`src/sv/ntsc_palette_to_rgb_top_macros.svh`:
```
// Assertion macros for the NTSC palette converter top level.
// Expects clk_i and rst_ni in the including scope.
`ifndef NTSC_PALETTE_TO_RGB_TOP_MACROS_SVH
`define NTSC_PALETTE_TO_RGB_TOP_MACROS_SVH

// Same-cycle implication, disabled during reset.
`define NPAL_ASSERT_NOW(label, ante, cons, msg) \
  label: assert property (@(posedge clk_i) disable iff (!rst_ni) (ante) |-> (cons)) \
    else $error(msg);

// Next-cycle implication, disabled during reset.
`define NPAL_ASSERT_NEXT(label, ante, cons, msg) \
  label: assert property (@(posedge clk_i) disable iff (!rst_ni) (ante) |=> (cons)) \
    else $error(msg);

`endif

```
`src/sv/npal_pkg.sv`:
```
// Shared types, tables and constants for the NTSC palette converter.
// No dependencies; used by npal_matrix, npal_scale and the top level.
`timescale 1ns / 1ps

package npal_pkg;

  localparam int CHANNEL_BITS_DEF = 16;
  localparam int LEVEL_W          = 16;
  localparam int CODE_W           = 8;
  localparam int ACC_W            = 28;
  localparam int ONE_W            = 26;
  localparam int SCALE_SHIFT      = 16;
  localparam int RECIP_W          = 27;
  localparam int RECIP_SHIFT      = 36;
  localparam int RECIP            = 68719477;
  localparam int MATRIX_ONE       = 65536000;
  localparam int MATRIX_HALF      = 32768000;

  localparam longint LADDER_TOTAL_NUM = 182373;
  localparam longint LADDER_SETUP     = 14787;
  localparam longint LUMA_UNIT        = 65536;
  localparam longint MATRIX_SCALE     = 1000;
  localparam int LADDER_WEIGHT [4] = '{340, 663, 1326, 2600};

  typedef logic signed [ACC_W-1:0] acc_t;
  typedef logic signed [17:0]      q216_t;
  typedef acc_t                    luma_tab_t [16];

  typedef struct packed {
    acc_t r;
    acc_t g;
    acc_t b;
  } rgb_acc_t;

  typedef struct packed {
    logic load_z;
    logic load_p;
  } scale_ctl_t;

  localparam acc_t MAT_RI = 28'sd956;
  localparam acc_t MAT_RQ = 28'sd621;
  localparam acc_t MAT_GI = 28'sd272;
  localparam acc_t MAT_GQ = 28'sd647;
  localparam acc_t MAT_BI = 28'sd1106;
  localparam acc_t MAT_BQ = 28'sd1703;

  localparam q216_t CHROMA_I [16] = '{
    18'sd0, 18'sd7139, 18'sd10993, 18'sd12946, 18'sd12661, 18'sd10186, 18'sd5951, 18'sd686,
    -18'sd4697, -18'sd9268, -18'sd12237, -18'sd13089, -18'sd11679, -18'sd8249, -18'sd3392,
    18'sd2050
  };

  localparam q216_t CHROMA_Q [16] = '{
    18'sd0, -18'sd10993, -18'sd7139, -18'sd2050, 18'sd3392, 18'sd8249, 18'sd11679,
    18'sd13089, 18'sd12237, 18'sd9268, 18'sd4697, -18'sd686, -18'sd5951, -18'sd10186,
    -18'sd12661, -18'sd12946
  };

  // Luma in Q2.16, rounded half away from zero, prescaled by the matrix unit.
  function automatic luma_tab_t build_luma_table();
    luma_tab_t t;
    int        c;
    int        b;
    longint    w;
    longint    n;
    longint    r;
    for (c = 0; c < 16; c++) begin
      w = 0;
      for (b = 0; b < 4; b++) begin
        if (((c >> b) & 1) != 0) begin
          w = w + LADDER_WEIGHT[b];
        end
      end
      n = 40 * w - LADDER_SETUP;
      if (n >= 0) begin
        r = (n * LUMA_UNIT + LADDER_TOTAL_NUM / 2) / LADDER_TOTAL_NUM;
      end else begin
        r = -(((-n) * LUMA_UNIT + LADDER_TOTAL_NUM / 2) / LADDER_TOTAL_NUM);
      end
      t[c] = acc_t'(r * MATRIX_SCALE);
    end
    return t;
  endfunction

  localparam luma_tab_t LUMA_TABLE = build_luma_table();

endpackage

```
`src/sv/npal_scale.sv`:
```
// One channel: clamp the matrix sum, scale to full range and round.
// Two register stages; divide by 1000 via exact reciprocal multiply. Depends on npal_pkg.
`timescale 1ns / 1ps

module npal_scale #(
  parameter int CHANNEL_BITS = npal_pkg::CHANNEL_BITS_DEF
) (
  input  logic                         clk_i,
  input  npal_pkg::scale_ctl_t         ctl_i,
  input  npal_pkg::acc_t               acc_i,
  output logic [npal_pkg::LEVEL_W-1:0] level_o
);

  localparam int XW = npal_pkg::ONE_W + CHANNEL_BITS;
  localparam int ZW = XW - npal_pkg::SCALE_SHIFT;
  localparam int PW = ZW + npal_pkg::RECIP_W;

  logic [npal_pkg::ONE_W-1:0] clamp;
  logic [XW-1:0]              x;
  logic [ZW-1:0]              z_d;
  logic [ZW-1:0]              z_q;
  logic [PW-1:0]              prod_d;
  logic [PW-1:0]              prod_q;

  always_comb begin
    priority if (acc_i < 0) begin
      clamp = '0;
    end else if (acc_i > npal_pkg::acc_t'(npal_pkg::MATRIX_ONE)) begin
      clamp = npal_pkg::ONE_W'(npal_pkg::MATRIX_ONE);
    end else begin
      clamp = acc_i[npal_pkg::ONE_W-1:0];
    end
    x   = (XW'(clamp) << CHANNEL_BITS) - XW'(clamp) + XW'(npal_pkg::MATRIX_HALF);
    z_d = x[XW-1:npal_pkg::SCALE_SHIFT];
  end

  assign prod_d = PW'(z_q) * PW'(npal_pkg::RECIP);

  always_ff @(posedge clk_i) begin
    if (ctl_i.load_z) begin
      z_q <= z_d;
    end
    if (ctl_i.load_p) begin
      prod_q <= prod_d;
    end
  end

  assign level_o = npal_pkg::LEVEL_W'(prod_q[PW-1:npal_pkg::RECIP_SHIFT]);

endmodule
```
`config.mk`:
```
export PLATFORM = sky130hd
export DESIGN_NAME = npal_scale
export DESIGN_NICKNAME = d
export VERILOG_FILES = /design/src/sv/ntsc_palette_to_rgb_top_macros.svh /design/src/sv/npal_pkg.sv /design/src/sv/npal_scale.sv
export SDC_FILE = /design/constraint.sdc
export NUM_CORES = 1
export LEC_CHECK = 0
export BUFFER_PORTS_ARGS = -buffer_cell sky130_fd_sc_hd__buf_2
export CAP_MARGIN = 20
export CORE_UTILIZATION = 48
export DETAILED_ROUTE_END_ITERATION = 8
export SLEW_MARGIN = 20
export SYNTH_ARGS = -nofsm -noshare
export SYNTH_HDL_FRONTEND = slang
export SYNTH_SLANG_ARGS = --single-unit
```
`constraint.sdc`:
```
create_clock -name clk_i -period 9.61 [get_ports clk_i]
set_clock_uncertainty 0.15 [all_clocks]
set_input_delay 0 -clock clk_i [delete_from_list [all_inputs] [get_ports clk_i]]
set_output_delay 0 -clock clk_i [all_outputs]
set_load 0.005 [all_outputs]
```
==> flow_metrics.py <==
metrics = {
    "run_status": {
        "status": "finished, final reports clean",
    },
    "worst_setup_path": {
        "worstPathCellList": "inv_1, fa_1, fa_1, fa_1, fa_1, fa_1, inv_1, fa_1, inv_1, fa_1, inv_1, ha_1, nand4_2, or4_1, or4_1, o22ai_2, o21ai_2, a21oi_4, o31ai_2, nand3_1, o311ai_2",
        "cp.required_ns": 9.50,
        "cp_top_family": "adder cells",
        "rrSetupSlack_ns": 2.12,
        "timing.critical_path.mode_cell": "fa_1",
        "r2r_cells": 21,
        "max_stage_delay_ns": 0.67,
        "critPathBufInv": 4,
        "reg2reg_to": "prod_q[50]$_DFFE_PP_",
        "worst_path_max_delay_cell": "edfxtp_1",
        "worstPathMaxFanout": 7,
        "cp.arrival_ns": 7.38,
        "timing_worst_setup_path_type": "register to register",
        "worstSetupEndpointType": "register",
        "setup.worst_path.start_class": "register",
        "timing.rr.start": "z_q[12]$_DFFE_PP_",
    },
    "hold_path": {
        "hold_class": "input pin to register",
        "hold-path-cell-count": 1,
        "min_from": "ctl_i[0]",
        "worstHoldEndpoint": "prod_q[50]$_DFFE_PP_",
    },
    "yosys": {
        "synth_edf_count": 42,
        "synthTopCellsByArea": "fa_1, ha_1, inv_1, edfxtp_1, a21oi_1",
        "yosysWarnings": 0,
        "synthFlopType": "edfxtp_1",
        "syn_inst": 1391,
        "synth_async_sr_flop_share_pct": 0,
        "ys_types": 61,
        "synth-seq-cells": 42,
        "synth_top_area_cell": "fa_1",
        "synth_area_per_cell_sq_um": 9.644,
        "synth_top_area_share_pct": 31.64,
        "syn_area_sq_um": 13410,
        "syn_nets": 1940,
        "yosysSeqAreaShare_pct": 9.402,
    },
    "grt": {
        "track_usage_pct": 24.54,
        "grt-ovfl-total": 0,
        "grt_max_degree": 27,
        "antenna_found_initial": 0,
        "grt_pass1_wl_mm": 52.77,
        "grt_pass1_vias": 9988,
    },
    "detailed_routing": {
        "drt-total-wl_mm": 32.86,
        "vias": 9463,
        "viasPerCell": 5.220,
        "drc_errors": 0,
        "avgRoutedWirePerCell_um": 18.13,
        "dr.pass1.iters": 5,
        "drt_iter0_drc": 482,
        "ant_nets": 0,
    },
    "timing": {
        "slew_headroom_pct": 32.53,
        "setup_viol": 0,
        "rsz0062_at_grt": "false",
        "hold_viol": 0,
        "worst_hold_slack_ns": 0.02002,
        "fmaxAchievable_ghz": 0.1336,
        "fin_ws_ns": 2.125,
        "tightest_slew_ns": 1.008,
        "fin_crit_ns": 7.485,
        "drv_slew": 0,
        "fin_crit_sh_pct": 77.89,
        "tns_ns": 0,
    },
    "clock_network": {
        "clk_pin_slew_worst_paths_ns": 0.07,
        "cts_hold_buf": 0,
        "htreeDepth": 2,
        "cts_inserted_buffers": 5,
        "ctsResizeCount": 0,
        "root_buffer": "clkbuf_16",
        "cts_sinks": 42,
        "cts_buffer_depth": 2,
        "cts_tree": "done",
        "cts_setup_buffers": 0,
        "clock_latency_ns": 0.30,
    },
    "die": {
        "fp.dieArea_sq_um": 28620,
        "pin_count": 47,
        "die_w_um": 169.2,
        "die_h_um": 169.2,
        "core.rowCount": 60,
        "initial_core_util_pct": 49.36,
        "core_sq_um": 27180,
    },
    "placed_design": {
        "place.detailed.hpwl_mm": 29.47,
        "place_congestion": 0.9452,
        "numPortBuffers": 46,
        "dp_slack_ns": 2.134,
        "placed_cells": 1805,
    },
    "final_layout": {
        "fill_cells": 2531,
        "nets": 1989,
        "area_growth_pct": 6.259,
        "drive_gt1_share_pct": 4.788,
        "diodes": 0,
        "final_cells": 1813,
    },
    "run": {
        "maxCapViolations": 0,
    },
}
-- worst reg2reg max path, stage by stage, from the launching register on --
cell and delay [ns]:
edfxtp_1 0.67, inv_1 0.21, fa_1 0.50, fa_1 0.47, fa_1 0.49, fa_1 0.44
fa_1 0.56, inv_1 0.05, fa_1 0.50, inv_1 0.07, fa_1 0.54, inv_1 0.04
ha_1 0.32, nand4_2 0.13, or4_1 0.59, or4_1 0.51, o22ai_2 0.21, o21ai_2 0.17
a21oi_4 0.24, o31ai_2 0.15, nand3_1 0.12, o311ai_2 0.10
-- stage by stage --
step	utilization, %	instance area, sq um
finish	52.45	14250
global route	52.45	14250
CTS	52.45	14250
global placement	51.89	14100
detailed placement	51.89	14100
floorplan	-	13410
-- flip-flops by register name, summed over array words and instances, names as in the netlist --
signal / count
z_q: 26
prod_q: 16
-- worst max-delay path by stage --
stage,startpoint,end,cells after the start
finish,z_q[12]$_DFFE_PP_,prod_q[50]$_DFFE_PP_,21
global route,z_q[15]$_DFFE_PP_,prod_q[47]$_DFFE_PP_,23
CTS,z_q[15]$_DFFE_PP_,prod_q[50]$_DFFE_PP_,23
detailed placement,z_q[15]$_DFFE_PP_,prod_q[50]$_DFFE_PP_,23
global placement,z_q[15]$_DFFE_PP_,prod_q[50]$_DFFE_PP_,23
floorplan,z_q[20]$_DFFE_PP_,prod_q[50]$_DFFE_PP_,21
-- logic make-up (layout without fill, tap and decap cells) --
family	Yosys count	count (layout)	share of synthesized area, %
AND/OR/NAND/NOR	174	174	6.455
flip-flops	42	42	9.402
AO/OA/AOI/OAI	174	174	8.889
adder cells (fa/ha/maj)	518	518	60.18
XOR/XNOR	38	38	2.481
multiplexers	3	3	0.2239
buffers and inverters	442	492	12.37
-- metal layers --
metal | vias to the layer above | track usage, % | part of all wire [%]
met5 | - | 0 | 0
met4 | 0 | 6.816 | 2.6
met3 | 42 | 2.752 | 4.2
met2 | 231 | 42.51 | 49
met1 | 4649 | 32.43 | 45
li1 | 4541 | - | -
-- synth_stat cells (8+ instances only) --
library cell and count:
nor2_1 33, fa_1 212, o21ai_1 8, and2_1 8, nor4_1 8, xnor2_1 27
a21o_1 34, ha_1 306, a21oi_1 54, inv_1 434, nand2_1 43, nand3_1 24
nand4_1 15, xor2_1 11, o21bai_1 9, edfxtp_1 42, nor3_1 14, o21ai_0 15
-- layout by cell type, fill, tap and decap left out, types with 9 or more instances in the layout --
master,n
edfxtp_1,42
a21o_1,34
inv_1,434
ha_1,306
nand4_1,15
fa_1,212
nor2_1,33
nor3_1,14
xor2_1,11
buf_2,46
a21oi_1,54
xnor2_1,27
o21bai_1,9
nand2_1,43
nand3_1,24
o21ai_0,15
-- area by class of cell --
type | count | area [sq um] | share of cell area, %
clock inverters | 3 | 26.28 | 0.1843
clock buffers | 5 | 125.1 | 0.8778
inverters | 436 | 1637 | 11.48
multi-input cells | 907 | 10490 | 73.62
repair buffers | 48 | 245.2 | 1.721
flip-flops and latches | 42 | 1261 | 8.848
well taps | 372 | 465.4 | 3.265
Power is left out: the tool's default activity adds up to more than one toggle a clock period on the data nets, which glitch-free logic cannot reach.
