<file path="src/sv/ntsc_palette_to_rgb_top_macros.svh">
// Assertion macros for the NTSC palette converter top level.
// Expects clk_i and rst_ni in the including scope.
`ifndef NTSC_PALETTE_TO_RGB_TOP_MACROS_SVH
`define NTSC_PALETTE_TO_RGB_TOP_MACROS_SVH

// Same-cycle implication, disabled during reset.
`define NPAL_ASSERT_NOW(label, ante, cons, msg) \
  label: assert property (@(posedge clk_i) disable iff (!rst_ni) (ante) |-> (cons)) \
    else $error(msg);

// Next-cycle implication, disabled during reset.
`define NPAL_ASSERT_NEXT(label, ante, cons, msg) \
  label: assert property (@(posedge clk_i) disable iff (!rst_ni) (ante) |=> (cons)) \
    else $error(msg);

`endif

</file>
<file path="src/sv/npal_pkg.sv">
// Shared types, tables and constants for the NTSC palette converter.
// No dependencies; used by npal_matrix, npal_scale and the top level.
`timescale 1ns / 1ps

package npal_pkg;

  localparam int CHANNEL_BITS_DEF = 16;
  localparam int LEVEL_W          = 16;
  localparam int CODE_W           = 8;
  localparam int ACC_W            = 28;
  localparam int ONE_W            = 26;
  localparam int SCALE_SHIFT      = 16;
  localparam int RECIP_W          = 27;
  localparam int RECIP_SHIFT      = 36;
  localparam int RECIP            = 68719477;
  localparam int MATRIX_ONE       = 65536000;
  localparam int MATRIX_HALF      = 32768000;

  localparam longint LADDER_TOTAL_NUM = 182373;
  localparam longint LADDER_SETUP     = 14787;
  localparam longint LUMA_UNIT        = 65536;
  localparam longint MATRIX_SCALE     = 1000;
  localparam int LADDER_WEIGHT [4] = '{340, 663, 1326, 2600};

  typedef logic signed [ACC_W-1:0] acc_t;
  typedef logic signed [17:0]      q216_t;
  typedef acc_t                    luma_tab_t [16];

  typedef struct packed {
    acc_t r;
    acc_t g;
    acc_t b;
  } rgb_acc_t;

  typedef struct packed {
    logic load_z;
    logic load_p;
  } scale_ctl_t;

  localparam acc_t MAT_RI = 28'sd956;
  localparam acc_t MAT_RQ = 28'sd621;
  localparam acc_t MAT_GI = 28'sd272;
  localparam acc_t MAT_GQ = 28'sd647;
  localparam acc_t MAT_BI = 28'sd1106;
  localparam acc_t MAT_BQ = 28'sd1703;

  localparam q216_t CHROMA_I [16] = '{
    18'sd0, 18'sd7139, 18'sd10993, 18'sd12946, 18'sd12661, 18'sd10186, 18'sd5951, 18'sd686,
    -18'sd4697, -18'sd9268, -18'sd12237, -18'sd13089, -18'sd11679, -18'sd8249, -18'sd3392,
    18'sd2050
  };

  localparam q216_t CHROMA_Q [16] = '{
    18'sd0, -18'sd10993, -18'sd7139, -18'sd2050, 18'sd3392, 18'sd8249, 18'sd11679,
    18'sd13089, 18'sd12237, 18'sd9268, 18'sd4697, -18'sd686, -18'sd5951, -18'sd10186,
    -18'sd12661, -18'sd12946
  };

  // Luma in Q2.16, rounded half away from zero, prescaled by the matrix unit.
  function automatic luma_tab_t build_luma_table();
    luma_tab_t t;
    int        c;
    int        b;
    longint    w;
    longint    n;
    longint    r;
    for (c = 0; c < 16; c++) begin
      w = 0;
      for (b = 0; b < 4; b++) begin
        if (((c >> b) & 1) != 0) begin
          w = w + LADDER_WEIGHT[b];
        end
      end
      n = 40 * w - LADDER_SETUP;
      if (n >= 0) begin
        r = (n * LUMA_UNIT + LADDER_TOTAL_NUM / 2) / LADDER_TOTAL_NUM;
      end else begin
        r = -(((-n) * LUMA_UNIT + LADDER_TOTAL_NUM / 2) / LADDER_TOTAL_NUM);
      end
      t[c] = acc_t'(r * MATRIX_SCALE);
    end
    return t;
  endfunction

  localparam luma_tab_t LUMA_TABLE = build_luma_table();

endpackage

</file>
<file path="src/sv/npal_matrix.sv">
// Palette code to YIQ table lookup and fixed-point YIQ to RGB matrix.
// Depends on npal_pkg.
`timescale 1ns / 1ps

module npal_matrix (
  input  logic [npal_pkg::CODE_W-1:0] code_i,
  output npal_pkg::rgb_acc_t          acc_o
);

  npal_pkg::acc_t y;
  npal_pkg::acc_t ci;
  npal_pkg::acc_t cq;

  always_comb begin
    y  = npal_pkg::LUMA_TABLE[code_i[3:0]];
    ci = npal_pkg::acc_t'(npal_pkg::CHROMA_I[code_i[7:4]]);
    cq = npal_pkg::acc_t'(npal_pkg::CHROMA_Q[code_i[7:4]]);
    acc_o.r = y + ci * npal_pkg::MAT_RI + cq * npal_pkg::MAT_RQ;
    acc_o.g = y - ci * npal_pkg::MAT_GI - cq * npal_pkg::MAT_GQ;
    acc_o.b = y - ci * npal_pkg::MAT_BI + cq * npal_pkg::MAT_BQ;
  end

endmodule

</file>
<file path="config.mk">
export PLATFORM = sky130hd
export DESIGN_NAME = npal_matrix
export DESIGN_NICKNAME = d
export VERILOG_FILES = /design/src/sv/ntsc_palette_to_rgb_top_macros.svh /design/src/sv/npal_pkg.sv /design/src/sv/npal_matrix.sv
export SDC_FILE = /design/constraint.sdc
export NUM_CORES = 1
export LEC_CHECK = 0
export ABC_AREA = 1
export BUFFER_PORTS_ARGS = -buffer_cell sky130_fd_sc_hd__buf_2
export CAP_MARGIN = 20
export CORE_UTILIZATION = 67
export DETAILED_ROUTE_END_ITERATION = 6
export GPL_TIMING_DRIVEN = 0
export PLACE_DENSITY = 0.86
export SYNTH_ARGS = -nofsm -noshare
export SYNTH_HDL_FRONTEND = slang
export SYNTH_SLANG_ARGS = --single-unit
</file>
<file path="constraint.sdc">
create_clock -name vclk -period 14.1
set_input_delay 2.115 -clock vclk [all_inputs]
set_output_delay 2.115 -clock vclk [all_outputs]
set_load 0.01 [all_outputs]
</file>
==> qor.yml, run 1 <==
setup_path:
  cp_common_cell: "fa_1"
  cp.arrival_ns: 11.39
  worstSetupPathType: "input pin to primary output"
  worstPathMaxFanout: 12
  cp-end-kind: "primary output"
  cp_slowest_cell: "nor4_1"
  crit_path_start_kind: "input pin"
  critPathRequiredTime_ns: 11.98
  slowest_delay_ns: 0.56
logic_synthesis:
  postSynthCellCount: 2846
  synth_area_per_cell_um2: 7.95
  synth_most_common_cell: "inv_1"
  netlist.area_leader.share: 0.341
  yosysTopAreaCell: "fa_1"
  yosys-top-cells-area: "fa_1, ha_1, inv_1, nand2_1, a21oi_1"
  ys_types: 50
  syn_area_um2: 22600
  synth-warning-count: 0
  synth_common_cells: "inv_1, ha_1, fa_1"
  seq_area_frac_synth: 0
  syn_nets: 3687
sta:
  fin_crit_ns: 13.50
  rsz0062_at_grt: "no"
  slew_viol_final: 0
  tightest_slew_ns: 1.19
  timing.final.hold_violations: 0
  timing.fmax_mhz: 74.1
  maxSlewHeadroom: 0.204
  setup_viol: 0
  finalCritPeriodShare: 0.957
die:
  die_x_um: 186
  initial_core_util: 0.689
  die_h_um: 186
  fp.coreArea_um2: 32900
  rows: 66
  dieArea_um2: 34500
  io_pins: 92
layout:
  multi_input_area_um2: 19300
  seq_cells: 0
  final_util: 0.729
  clkbuf_count: 0
  drive_above_1_share: 0.0638
  fill_cells: 2663
  layout.nets: 3806
  seq_area_um2: 0
  synthToLayoutAreaGrowth_pct: 5.84
worst_hold_path:
  min_path_type: "input pin to primary output"
status:
  failed_checks: "DRC"
  status: "finished, violations left"
drt:
  postRouteAntennaNets: 0
  dr_total_vias: 19000
  drtPass1Iterations: 7
  finalWirelength_um: 63500
  viasPerCell: 5.57
  drt_iter0_markers: 1294
  drc_errors: 8
  wire_per_inst_um: 18.7
grt:
  track_usage: 0.379
  grt_max_degree: 27
  grt_pass1_vias: 19700
  grt_pass1_wl_um: 99700
  grt-ovfl-total: 0
  grt_antenna_before_repair: 1
place:
  port_buffers: 89
  gp_congestion: 0.951
  hpwl_um: 57000
clock_network:
  cts_hold_buf: 0
run:
  drv_cap: 0
## cells by family after synthesis
| family | Yosys count | share of synthesized area |
|---|---|---|
| AOI/OAI and AO/OA | 348 | 0.0861 |
| xor gates and xnor gates | 146 | 0.0565 |
| adders and majority gates | 833 | 0.588 |
| buffers and inverters | 878 | 0.148 |
| muxes | 1 | 0.000442 |
| and+or+nand+nor | 640 | 0.121 |
## layout by cell type, fill, tap and decap left out, types with 10 or more instances in the layout
master	count
inv_1	844
ha_1	448
fa_1	385
nand2_1	346
a21oi_1	165
nor2_1	133
buf_2	93
o21ai_0	85
xor2_1	84
nand3_1	80
xnor2_1	62
buf_4	27
nand4_1	24
nor3_1	23
o21ai_1	18
a21o_1	14
inv_2	12
o21bai_1	10
## routing by layer
metal / part of all wire / vias up / global-route usage
met5: 0 / - / 0
met4: 0.047 / 0 / 0.161
met1: 0.41 / 9163 / 0.484
met3: 0.075 / 124 / 0.0548
li1: - / 8956 / -
met2: 0.47 / 731 / 0.639
## final timing paths
kind | startpoint | endpoint | slack, ns | cells past startpoint
setup / recovery | code_i[4] | acc_o[80] | 0.60 | 36
hold / removal | code_i[0] | acc_o[3] | 5.02 | 5
## critical path: cells and delay by family
family | cells | cell delay, ns
AOI/OAI and AO/OA | 4 | 0.86
xor gates and xnor gates | 2 | 0.49
adders and majority gates | 11 | 5.09
buffers and inverters | 11 | 1.52
and+or+nand+nor | 8 | 1.30
## final cells by class
type                            count  share of cell area
Antenna cell                        1            0.000104
Tap cell                          442              0.0231
Multi-Input combinational cell   1968               0.807
Inverter                          861               0.136
Buffer                             17             0.00491
Timing Repair Buffer              117              0.0288
## metrics by stage
step	std cells	hold slack, ns	TNS [ns]	setup slack, ns	area, um^2
6_report	3406	5.02	0	0.599	24000
4_1_cts	3389	5.00	0	0.131	23800
3_3_place_gp	3377	5.04	-0.321	-0.0850	23600
2_1_floorplan	2846	4.56	0	1.44	22600
5_1_grt	3405	5.07	0	0.00470	24000
3_5_place_dp	3389	5.00	-0.798	-0.209	23800
## what timing repair did
item	in CTS	in global routing
setup endpoints to repair	7	18
setup buffers	0	15
pin swaps	0	2
resized for setup	1	16
Power of run 1 is left out: the tool's default activity adds up to more than one toggle a clock period on the data nets, which glitch-free logic cannot reach.
==> run 2: changes to the inputs <==
CORE_ASPECT_RATIO = 1.2   (was not set)
==> run 2 against run 1 <==
  * The flow now finishes without violations
  * Cell count increased by 0.59%
  * Hold slack improved by 0.014 ns
  * Non-clock buffer count increased by 13
  * Flip-flop and latch count unchanged
  * Die area about the same
  * First-iteration DRC count decreased by 13%
  * Critical path type unchanged
  * Maximum frequency decreased by 0.96%
  * Wire length increased by 2.4%
  * Worst setup slack got worse by 0.13 ns
==> qor.yml, run 2 (synthesized netlist as in run 1, its figures left out) <==
sta:
  timing.fmax_mhz: 73.4
  setup_viol: 0
  rsz0062_at_grt: "no"
  timing.final.hold_violations: 0
  tightest_slew_ns: 1.20
  slew_viol_final: 0
  maxSlewHeadroom: 0.189
  finalSetupTns_ns: 0
  finalCritPeriodShare: 0.967
  fin_crit_ns: 13.63
  whs_ns: 5.03
run:
  drv_cap: 0
setup_path:
  worstPathMaxFanout: 11
  crit_path_start_kind: "input pin"
  cp-startpoint: "code_i[5]"
  critPathRequiredTime_ns: 11.98
  cp.arrival_ns: 11.52
  cp_slowest_cell: "fa_1"
  slowest_delay_ns: 0.57
  worstSetupPathType: "input pin to primary output"
  cp-end-kind: "primary output"
die:
  dieArea_um2: 34500
  rows: 73
  initial_core_util: 0.683
  io_pins: 92
  die_x_um: 170
  fp.coreArea_um2: 33200
  die_h_um: 203
layout:
  layout_commonest_cell: "inv_1"
  synthToLayoutAreaGrowth_pct: 6.32
  drive_above_1_share: 0.0685
  final_util: 0.726
  seq_area_um2: 0
  layout.nets: 3819
  antenna_cells: 0
  fill_cells: 2644
  seq_cells: 0
  clkbuf_count: 0
  multi_input_area_um2: 19300
  layout_common_cells: "inv_1, ha_1, fa_1"
grt:
  grt_antenna_before_repair: 0
  grt-ovfl-total: 0
  track_usage: 0.384
  grt_max_degree: 26
  grt_pass1_vias: 20000
  grt_pass1_wl_um: 102000
worst_hold_path:
  worstHoldStart: "code_i[0]"
  min_path_type: "input pin to primary output"
drt:
  viasPerCell: 5.62
  finalWirelength_um: 65100
  drtPass1Iterations: 7
  postRouteAntennaNets: 0
  drt_iter0_markers: 1129
  wire_per_inst_um: 19.0
  dr_total_vias: 19300
  drc_errors: 0
status:
  status: "finished clean"
place:
  port_buffers: 89
  hpwl_um: 57600
  gp_congestion: 0.968
clock_network:
  cts_hold_buf: 0
==> run 2: cell count changes in the layout (fill, tap and decap cells not counted) <==
cell        previous run  this run
a21oi_2                2         3
buf_4                 27        41
a21oi_4                2         1
buf_6                  9         7
inv_1                844       842
buf_2                 93        91
buf_16                 0         1
buf_12                 1         0
clkinvlp_4             4         6
diode_2                1         0
clkbuf_4               1         4
==> run 2: area by class of cell <==
class,count,share of cell area
Timing Repair Buffer,130,0.0330
Tap cell,450,0.0234
Multi-Input combinational cell,1968,0.803
Buffer,17,0.00489
Inverter,861,0.135
==> run 2: routing by layer <==
layer,up-vias,wire [um],track usage
met1,9372,24900,0.449
met2,730,31300,0.669
met5,-,0,0
met4,0,4660,0.220
met3,183,4230,0.0559
li1,8968,-,-
==> run 2: repair_timing <==
action | in CTS | in global routing
setup buffers | 0 | 26
setup endpoints to repair | 4 | 25
resized for setup | 1 | 20
pin swaps | 0 | 2
==> run 2: worst max-delay path, delay by kind of cell <==
kind            cells  cell delay [ns]
buf+inv            12             1.55
simple gates       18             2.11
compound gates      2             0.33
fa+ha+maj          13             5.41
==> run 2: final timing paths <==
path | cells after the start | endpoint | slack [ns]
worst max-delay path | 45 | acc_o[27] | 0.47
worst min-delay path | 5 | acc_o[3] | 5.03
==> run 2: per-stage QoR <==
stage                     setup slack [ns]  instance area (um^2)  instances
after floorplan                       1.44                 22600       2846
after global placement              -0.109                 23600       3385
after detailed placement            -0.126                 23800       3397
after CTS                           0.0495                 23800       3397
after global routing               0.00941                 24100       3426
final                                0.468                 24100       3426
Power of run 2 is left out for the same reason.
==> run 3: changes to the inputs <==
CORE_UTILIZATION = 50   (was 67)
PLACE_DENSITY = 0.67   (was 0.86)
RECOVER_POWER = 25   (was not set)
==> run 3 against run 2 <==
  * Flip-flop and latch count did not move
  * Maximum frequency about the same
  * Worst setup slack lost 0.0072 ns
  * Non-clock buffer count fell by 10
  * First-iteration DRC count shrank 28%
  * Clock-buffer cell count did not move
  * Cell count up 4.3%
  * Critical path type unchanged
  * Critical endpoint unchanged
==> qor.yml, run 3 (synthesized netlist as in run 1, its figures left out) <==
status:
  status: "finished clean"
drt:
  finalWirelength_um: 65000
  wire_per_inst_um: 18.2
  dr_total_vias: 18600
  drt_iter0_markers: 817
  drc_errors: 0
  postRouteAntennaNets: 0
  viasPerCell: 5.21
  drtPass1Iterations: 6
die:
  dieArea_um2: 46100
  fp.coreArea_um2: 44800
  rows: 85
  io_pins: 92
  die_x_um: 196
  initial_core_util: 0.506
  die_h_um: 235
sta:
  finalCritPeriodShare: 0.967
  tightest_slew_ns: 1.16
  maxSlewHeadroom: 0.218
  fin_crit_ns: 13.64
  slew_viol_final: 0
  timing.fmax_mhz: 73.3
  setup_viol: 0
  timing.final.hold_violations: 0
layout:
  synthToLayoutAreaGrowth_pct: 7.02
  antenna_cells: 0
  seq_area_um2: 0
  layout_common_cells: "inv_1, ha_1, fa_1"
  layout.nets: 3809
  seq_cells: 0
  clkbuf_count: 0
  layout_commonest_cell: "inv_1"
  fill_cells: 4401
  drive_above_1_share: 0.0617
  design_area_um2: 24200
place:
  placed_area_um2: 24000
  hpwl_um: 58800
  port_buffers: 89
  gp_congestion: 0.934
setup_path:
  cp.arrival_ns: 11.52
  cp-startpoint: "code_i[5]"
  slowest_delay_ns: 0.56
  worstSetupPathType: "input pin to primary output"
  crit_path_start_kind: "input pin"
  critPathRequiredTime_ns: 11.98
  crit_family: "adder cells"
  cp_common_cell: "fa_1"
  worstPathMaxFanout: 11
  endpoint: "acc_o[27]"
  cp_slowest_cell: "fa_1"
  cp-end-kind: "primary output"
  crit_buf_inv: 10
  cp.depth: 39
run:
  drv_cap: 0
grt:
  grt_antenna_before_repair: 0
  grt_max_degree: 26
  grt_pass1_wl_um: 103000
  grt_pass1_vias: 19600
  track_usage: 0.287
  grt-ovfl-total: 0
worst_hold_path:
  min_path_type: "input pin to primary output"
  min_path_cells: 5
clock_network:
  cts_hold_buf: 0
run 3: cell types whose count changed in the layout (fill, tap and decap cells not counted), moves of 2 or more:
cell      previous run  this run
buf_2               91        79
buf_4               41        29
clkbuf_1             3        18
clkbuf_4             4         1
o21ai_1             18        16
o21ai_2              5         7
run 3: what timing repair did:
| item | CTS | global route |
|---|---|---|
| cloned | 0 | 0 |
| pin swaps | 0 | 2 |
| resized for setup | 2 | 22 |
| setup endpoints to repair | 7 | 20 |
| setup buffers | 0 | 20 |
run 3: final cells by class:
type | count | area (um^2) | area share
Timing Repair Buffer | 120 | 716 | 0.0295
Multi-Input combinational cell | 1968 | 19400 | 0.800
Inverter | 861 | 3250 | 0.134
Buffer | 17 | 118 | 0.00486
Tap cell | 609 | 762 | 0.0315
run 3: worst min path at each step:
stage,from,to,slack (ns)
global placement,code_i[0],acc_o[3],5.04
floorplan,code_i[4],acc_o[29],4.56
finish,code_i[0],acc_o[3],4.99
CTS,code_i[0],acc_o[3],5.02
detailed placement,code_i[0],acc_o[3],5.02
global route,code_i[0],acc_o[3],5.07
run 3: per-layer routing:
layer  global-route usage  routed length [um]
met1                0.361               27400
met2                0.512               32100
met3               0.0128                2140
met4                0.121                3360
met5                    0                   0
run 3: stage by stage:
stage / hold slack [ns] / instances / utilization / TNS, ns / worst slack [ns]
floorplan: 4.56 / 2846 / - / 0 / 1.44
global placement: 5.04 / 3544 / 0.532 / -0.364 / -0.174
finish: 4.99 / 3575 / 0.541 / 0 / 0.461
CTS: 5.02 / 3555 / 0.536 / 0 / 0.0643
detailed placement: 5.02 / 3555 / 0.536 / -0.772 / -0.228
global route: 5.07 / 3575 / 0.541 / -0.0164 / -0.0164
Power of run 3 is left out for the same reason.
